<file path="config.mk">
export PLATFORM = sky130hd
export DESIGN_NAME = fnv_hash_linear_probe_table
export DESIGN_NICKNAME = d
export VERILOG_FILES = /design/src/rtl/fnvht_pkg.sv /design/src/rtl/fnvht_ram.sv /design/src/rtl/fnvht_front.sv /design/src/rtl/fnvht_back.sv /design/src/rtl/fnv_hash_linear_probe_table.sv
export SDC_FILE = /design/constraint.sdc
export NUM_CORES = 2
export LEC_CHECK = 0
export BUFFER_PORTS_ARGS = -buffer_cell sky130_fd_sc_hd__clkbuf_2
export CORE_MARGIN = 2
export CORE_UTILIZATION = 45
export CTS_BUF_LIST = sky130_fd_sc_hd__clkbuf_8
export DETAILED_ROUTE_END_ITERATION = 10
export MAX_ROUTING_LAYER = met4
export PLACE_DENSITY = 0.72
export SLEW_MARGIN = 20
export SYNTH_ARGS = -nofsm -noshare
export SYNTH_HDL_FRONTEND = slang
export SYNTH_SLANG_ARGS = --single-unit
</file>
<file path="constraint.sdc">
create_clock -name clk -period 8.7 [get_ports clk]
set_input_delay 0.87 -clock clk [delete_from_list [all_inputs] [get_ports clk]]
set_output_delay 0.87 -clock clk [all_outputs]
set_load 0.05 [all_outputs]
</file>
<file path="src/rtl/fnvht_pkg.sv">
// Shared constants and the FNV multiply function for the FNV-1a hashed linear-probe key/value table.
// No dependencies.
package fnvht_pkg;

	// The slot count is a power of two, so the start slot is the low bits of the hash.
	localparam int CAPACITY      = 16;
	localparam int KEY_BYTES_DEF = 8;
	localparam logic [63:0] HASH_BASIS = 64'hCBF29CE484222325;
	localparam logic [63:0] HASH_MULT  = 64'h00000100000001B3;

	localparam logic [0:0] OP_SET = 1'b0;
	localparam logic [0:0] OP_GET = 1'b1;

	localparam logic [2:0] ST_INSERTED  = 3'd0;
	localparam logic [2:0] ST_UPDATED   = 3'd1;
	localparam logic [2:0] ST_FOUND     = 3'd2;
	localparam logic [2:0] ST_NOT_FOUND = 3'd3;
	localparam logic [2:0] ST_FULL      = 3'd4;

	// Multiplying by the FNV prime is a shift-add: (h << 40) + h * 0x1B3,
	// where 0x1B3 has bits 8, 7, 5, 4, 1 and 0 set.
	function automatic logic [63:0] fnv_mult(input logic [63:0] h);
		fnv_mult = {h[23:0], 40'h0} + {h[55:0], 8'h00} + {h[56:0], 7'h00}
			+ {h[58:0], 5'h00} + {h[59:0], 4'h0} + {h[62:0], 1'b0} + h;
	endfunction

endpackage

</file>
<file path="src/rtl/fnvht_ram.sv">
// Generic RAM with one write port and one read port, with registered read.
// No dependencies.
module fnvht_ram #(
	parameter int WIDTH = 8,
	parameter int DEPTH = 16
) (
	input  logic                     clk,
	input  logic                     we,
	input  logic [$clog2(DEPTH)-1:0] waddr,
	input  logic [WIDTH-1:0]         wdata,
	input  logic [$clog2(DEPTH)-1:0] raddr,
	output logic [WIDTH-1:0]         rdata
);
	logic [WIDTH-1:0] mem_q [DEPTH];

	always_ff @(posedge clk) begin
		if (we) begin
			mem_q[waddr] <= wdata;
		end
		rdata <= mem_q[raddr];
	end
endmodule

</file>
<file path="src/rtl/fnvht_front.sv">
// Front part: accepts items, masks the key, hashes it one byte a cycle.
// Depends on fnvht_pkg.
module fnvht_front import fnvht_pkg::*; #(
	parameter int KEY_BYTES = KEY_BYTES_DEF
) (
	input  logic        clk,
	input  logic        arst_n,
	input  logic        valid,
	output logic        stall,
	input  logic        op,
	input  logic [63:0] key_bytes,
	input  logic [3:0]  key_length,
	input  logic [31:0] value_in,
	output logic        hv,
	input  logic        hstall,
	output logic        h_op,
	output logic [63:0] h_key,
	output logic [3:0]  h_len,
	output logic [31:0] h_val,
	output logic [63:0] h_hash
);
	typedef enum logic [2:0] {
		F_IDLE = 3'b001,
		F_HASH = 3'b010,
		F_DONE = 3'b100
	} fstate_t;

	fstate_t     state_q;
	logic [3:0]  cnt_q;
	logic [3:0]  len_c;
	logic [63:0] key_c;
	logic [63:0] hx;

	always_comb begin
		len_c = (key_length > 4'(KEY_BYTES)) ? 4'(KEY_BYTES) : key_length;
		key_c = key_bytes;
		for (int i = 0; i < 8; i++) begin
			if (4'(i) >= len_c) begin
				key_c[8*i +: 8] = 8'h00;
			end
		end
	end

	assign stall = (state_q != F_IDLE);
	assign hv    = (state_q == F_DONE);
	assign hx    = h_hash ^ {56'h0, h_key[{cnt_q[2:0], 3'b000} +: 8]};

	always_ff @(posedge clk or negedge arst_n) begin
		if (!arst_n) begin
			state_q <= F_IDLE;
		end else begin
			unique case (state_q)
				F_IDLE: if (valid) begin
					state_q <= (len_c == 4'd0) ? F_DONE : F_HASH;
				end
				F_HASH: if (cnt_q + 4'd1 == h_len) begin
					state_q <= F_DONE;
				end
				F_DONE: if (!hstall) begin
					state_q <= F_IDLE;
				end
				default: state_q <= F_IDLE;
			endcase
		end
	end

	always_ff @(posedge clk) begin
		if (state_q == F_IDLE && valid) begin
			h_op   <= op;
			h_key  <= key_c;
			h_len  <= len_c;
			h_val  <= value_in;
			h_hash <= HASH_BASIS;
			cnt_q  <= 4'd0;
		end else if (state_q == F_HASH) begin
			h_hash <= fnv_mult(hx);
			cnt_q  <= cnt_q + 4'd1;
		end
	end
endmodule

</file>
<file path="src/rtl/fnvht_back.sv">
// Back part: probes the slot store linearly, then writes on a set and reports.
// Depends on fnvht_pkg and fnvht_ram.
module fnvht_back import fnvht_pkg::*; (
	input  logic        clk,
	input  logic        arst_n,
	input  logic        hv,
	output logic        hstall,
	input  logic        h_op,
	input  logic [63:0] h_key,
	input  logic [3:0]  h_len,
	input  logic [31:0] h_val,
	input  logic [63:0] h_hash,
	output logic        valid,
	input  logic        stall,
	output logic [2:0]  status,
	output logic [31:0] value_out,
	output logic [3:0]  slot
);
	localparam int AW = $clog2(CAPACITY);
	localparam int NW = $clog2(CAPACITY + 1);

	typedef enum logic [3:0] {
		B_IDLE = 4'b0001,
		B_READ = 4'b0010,
		B_CMP  = 4'b0100,
		B_OUT  = 4'b1000
	} bstate_t;

	bstate_t        state_q;
	logic           op_q;
	logic [63:0]    key_q;
	logic [3:0]     len_q;
	logic [31:0]    val_q;
	logic [AW-1:0]  idx_q;
	logic [NW-1:0]  n_q;
	logic [CAPACITY-1:0] used_q;
	logic           used_rd_q;
	logic [4:0]     entry_count_q;
	logic [67:0]    kl_rd;
	logic [31:0]    v_rd;
	logic           we_kl, we_v, hit;
	logic [AW-1:0]  start;

	// The capacity is a power of two, so the hash modulo the capacity is its low bits.
	assign start = h_hash[AW-1:0];

	assign hstall = (state_q != B_IDLE);
	assign hit    = used_rd_q && kl_rd == {len_q, key_q};
	assign we_kl  = state_q == B_CMP && !used_rd_q && op_q == OP_SET;
	assign we_v   = state_q == B_CMP && op_q == OP_SET && (!used_rd_q || hit);

	fnvht_ram #(.WIDTH(68), .DEPTH(CAPACITY)) u_kl (
		.clk(clk), .we(we_kl), .waddr(idx_q), .wdata({len_q, key_q}),
		.raddr(idx_q), .rdata(kl_rd)
	);
	fnvht_ram #(.WIDTH(32), .DEPTH(CAPACITY)) u_val (
		.clk(clk), .we(we_v), .waddr(idx_q), .wdata(val_q),
		.raddr(idx_q), .rdata(v_rd)
	);

	always_ff @(posedge clk or negedge arst_n) begin
		if (!arst_n) begin
			state_q       <= B_IDLE;
			used_q        <= '0;
			entry_count_q <= '0;
			valid         <= 1'b0;
		end else begin
			unique case (state_q)
				B_IDLE: if (hv) begin
					state_q <= B_READ;
				end
				B_READ: state_q <= B_CMP;
				B_CMP: begin
					if (!used_rd_q || hit || n_q == NW'(CAPACITY - 1)) begin
						state_q <= B_OUT;
						valid   <= 1'b1;
						if (we_kl) begin
							used_q[idx_q] <= 1'b1;
							if (entry_count_q != 5'd31) begin
								entry_count_q <= entry_count_q + 5'd1;
							end
						end
					end else begin
						state_q <= B_READ;
					end
				end
				B_OUT: if (!stall) begin
					valid   <= 1'b0;
					state_q <= B_IDLE;
				end
				default: state_q <= B_IDLE;
			endcase
		end
	end

	always_ff @(posedge clk) begin
		unique case (state_q)
			B_IDLE: begin
				op_q  <= h_op;
				key_q <= h_key;
				len_q <= h_len;
				val_q <= h_val;
				idx_q <= start;
				n_q   <= '0;
			end
			B_READ: used_rd_q <= used_q[idx_q];
			B_CMP: begin
				status    <= (op_q == OP_SET) ? ST_FULL : ST_NOT_FOUND;
				value_out <= '0;
				slot      <= '0;
				if (!used_rd_q) begin
					if (op_q == OP_SET) begin
						status <= ST_INSERTED;
						slot   <= 4'(idx_q);
					end
				end else if (hit) begin
					slot <= 4'(idx_q);
					if (op_q == OP_SET) begin
						status <= ST_UPDATED;
					end else begin
						status    <= ST_FOUND;
						value_out <= v_rd;
					end
				end
				idx_q <= (idx_q == AW'(CAPACITY - 1)) ? '0 : idx_q + AW'(1);
				n_q   <= n_q + NW'(1);
			end
			default: ;
		endcase
	end
endmodule

</file>
<file path="src/rtl/fnv_hash_linear_probe_table.sv">
// Hashed key/value table: FNV-1a over the key, one byte a cycle, then linear
// probing, each slot through a read state and a compare state on registered-read
// slot memories. The front hashes a new item while the back probes the previous
// one.
// Reset: asynchronous, active low; all slots read empty after reset at once.
module fnv_hash_linear_probe_table import fnvht_pkg::*; #(
	parameter int KEY_BYTES = KEY_BYTES_DEF
) (
	input  logic        clk,
	input  logic        arst_n,
	input  logic        in_valid,
	output logic        in_stall,
	input  logic        op,
	input  logic [63:0] key_bytes,
	input  logic [3:0]  key_length,
	input  logic [31:0] value_in,
	output logic        out_valid,
	input  logic        out_stall,
	output logic [2:0]  status,
	output logic [31:0] value_out,
	output logic [3:0]  slot
);
	logic        hv, hstall, h_op;
	logic [63:0] h_key, h_hash;
	logic [3:0]  h_len;
	logic [31:0] h_val;

	fnvht_front #(.KEY_BYTES(KEY_BYTES)) u_front (
		.clk(clk), .arst_n(arst_n), .valid(in_valid), .stall(in_stall),
		.op(op), .key_bytes(key_bytes), .key_length(key_length),
		.value_in(value_in), .hv(hv), .hstall(hstall), .h_op(h_op),
		.h_key(h_key), .h_len(h_len), .h_val(h_val), .h_hash(h_hash)
	);

	fnvht_back u_back (
		.clk(clk), .arst_n(arst_n), .hv(hv), .hstall(hstall), .h_op(h_op),
		.h_key(h_key), .h_len(h_len), .h_val(h_val), .h_hash(h_hash),
		.valid(out_valid), .stall(out_stall), .status(status),
		.value_out(value_out), .slot(slot)
	);

	a_status_range: assert property (@(posedge clk) disable iff (!arst_n)
		out_valid |-> status <= ST_FULL) else $error("status out of range");
	a_miss_zero: assert property (@(posedge clk) disable iff (!arst_n)
		out_valid && (status == ST_NOT_FOUND || status == ST_FULL)
		|-> value_out == 32'd0 && slot == 4'd0) else $error("miss carries data");
	a_set_zero: assert property (@(posedge clk) disable iff (!arst_n)
		out_valid && (status == ST_INSERTED || status == ST_UPDATED)
		|-> value_out == 32'd0) else $error("set carries value");
endmodule
</file>
==> metrics.csv <==
metric,value,unit
setup bufs post-CTS,0,
LEAKAGE,26.9,nW
slowest CP cell,nor4_1,
drt first pass iters,5,
Synth area leader,edfxtp_1,
hold depth,1,
DRC viols,0,
vias per cell,5.66,
share of cells above drive strength 1,0.325,
Syn Area/Cell,24.2,sq um
Post-synth EDFFs,1851,
WP data required,9.29,ns
largest net degree at the start of global routing,160,
synth top area cells,"edfxtp_1 76%, mux4_2 16%, dfxtp_1 3.0%",
ys flop type,edfxtp_1,
Layout Nets,3551,
CTS tree,yes,
final wirelength,159000,um
sequential element share of the synthesized area,0.797,
dpl hpwl,80600,um
vias in the first global route,34100,
most frequent CP cell,buf_4,
synthesized instance count,3020,
max-slew violation count,0,
worst min path class,in2reg,
Worst Reg-to-Reg Cells,8,
"most common cell after layout, fill and taps aside",edfxtp_1,
Peak VDD IR,0.000250,V
clk root buf,clkbuf_8,
Non-Filler Instances,5850,
initial antenna violation count,13,
Die H,407,um
area delta synth->final,13.2,%
syn_nets,3137,
Post-Place Setup Slack,4.27,ns
Initial Utilization,0.451,
first-pass GRT wire length,230000,um
Die ar.,166000,sq um
yosys warns,0,
endpoints failing hold,0,
global-route usage over all layers,0.197,
Post-Syn Area,73200,sq um
DR vias,33100,
die width,407,um
Setup TNS,0,ns
async set or reset register ratio after synthesis,0.0121,
CP bufs+invs,2,
CTS Sinks,1983,
Crit path largest cell delay,0.87,ns
critical path peak fanout,32,
synthesized flop and latch total,1983,
GP Congestion,0.769,
port bufs,145,
Final ANT Viol Nets,0,
Final Setup Violations,0,
clock-pin slew on the worst setup and hold paths,0.06,ns
worst-path cell chain,xor2_1 -> nor4_1 -> nand4_1 -> nor3_2 -> a21boi_2 -> buf_4 -> nor4b_4 -> buf_4,
unrepaired setup endpoints after global routing,false,
Slew HR,0.286,
Num CTS Buffers,315,
PnR worst setup slack,4.23,ns
CTS Buffer Depth,4,
Placeable Area,162000,sq um
Worst Max-Slew Pin Slew,1.07,ns
Max Cap Viol,0,
Max Freq,0.224,GHz
drt wl/cell,27.2,um
min Tclk post-route,4.47,ns
Iteration-0 DRC Markers,4175,
Clock Latency Late Sink,1.02,ns
# rows,148,
WS Path Type,reg2reg,
CP endpoint kind,flip-flop,
Power per Cell Area,295,nW/um^2
num ports,146,
Yosys cell types,45,
gr ovfl total,0,
htree depth,5,
final worst-path cycle share,0.514,
Setup Skew,0.0731,ns
Worst path depth,8,
Crit path max-delay family,simple AND/OR/NAND/NOR gates,
CP Launch Type,flip-flop,
"commonest non-fill, non-tap cells in the layout","1,851 x edfxtp_1, 513 x mux4_2, 351 x clkbuf_8",
Worst EP arrival,5.06,ns
Synth top area share,0.759,
Placed Instances,5277,
status,finished clean,
per-layer routing:
metal | global-route usage | wire length, um | up-vias
met5 | - | 0 | -
met4 | 0.0619 | 3760 | 0
met3 | 0.0457 | 14500 | 282
met2 | 0.300 | 77300 | 1674
met1 | 0.265 | 63700 | 17600
li1 | - | - | 13600
logic make-up after synthesis:
kind of cell	Yosys count	share of synthesized area
DFF	1983	0.797
and+or+nand+nor	252	0.0202
buffers and inverters	142	0.00957
xor gates and xnor gates	85	0.0102
adders and majority gates	12	0.00205
muxes	517	0.158
AOI/OAI and AO/OA	29	0.00244
cell type report:
type	count	area [sq um]
timing repair buffer	229	1450
inverter	10	55.1
multi-input combinational	895	14400
sequential	1983	58300
clock buffer	351	4830
clock inverter	201	1030
tap	2175	2720
antenna	6	15.0
fill	12400	79400
flip-flops by register name, summed over array words and instances, names as in the netlist, 3 cells and up:
name / cells
u_front.h_len: 4
u_back.value_out: 32
u_back.idx_q: 4
u_back.u_val.mem_q: 512
u_back.status: 3
u_front.cnt_q: 4
u_back.len_q: 4
u_back.slot: 4
u_back.u_kl.mem_q: 1088
u_back.state_q: 4
u_back.key_q: 64
u_front.h_val: 32
u_back.used_q: 16
u_back.n_q: 5
u_front.state_q: 3
u_back.u_val.rdata: 32
u_back.u_kl.rdata: 68
u_front.h_hash: 4
u_front.h_key: 64
u_back.val_q: 32
final timing paths:
path | slack, ns | to | from
worst max-delay path | 4.23 | u_back.u_val.mem_q[7][8] | u_back.key_q[54]
worst min-delay path | 0.09 | u_front.h_val[20] | value_in[20]
worst max register to register | 4.23 | u_back.u_val.mem_q[7][8] | u_back.key_q[54]
worst min register to register | 0.40 | u_back.key_q[15] | u_front.h_key[15]
max in group asynchronous | 7.63 | u_back.used_q[1] | arst_n
min in group asynchronous | 0.61 | u_back.state_q[2] | arst_n
what timing repair did:
action | 4_1_cts | 5_1_grt
hold buffers | 14 | 0
resized for setup | 0 | 0
endpoints found under the hold margin | 35 | 0
report_power, final:
| group | internal (mW) | switching (mW) |
|---|---|---|
| Combinational | 2.14 | 2.15 |
| Clock | 3.90 | 3.49 |
| Sequential | 11.8 | 0.971 |
| Total | 17.8 | 6.61 |
stage by stage:
step / utilization / power (mW) / instance area, sq um / hold WS (ns)
6_report: 0.511 / 24.5 / 82800 / 0.0855
5_1_grt: 0.511 / 25.4 / 82800 / 0.0236
4_1_cts: 0.510 / 24.7 / 82800 / 0.000880
3_5_place_dp: 0.473 / 17.3 / 76800 / 0.405
3_3_place_gp: 0.473 / 17.2 / 76800 / 0.402
2_1_floorplan: - / 15.8 / 73200 / 0.400
cells in the mapped netlist, types with 20 or more instances:
cell and count:
edfxtp_1 1851, mux4_2 513, dfxtp_1 108, xor2_1 65, clkbuf_1 56, nor2b_1 53, and2_1 51, buf_2 35
nor2_1 35, nand2_1 30, dfrtp_1 22, xnor2_1 20
(Power assumes the default switching activity.)
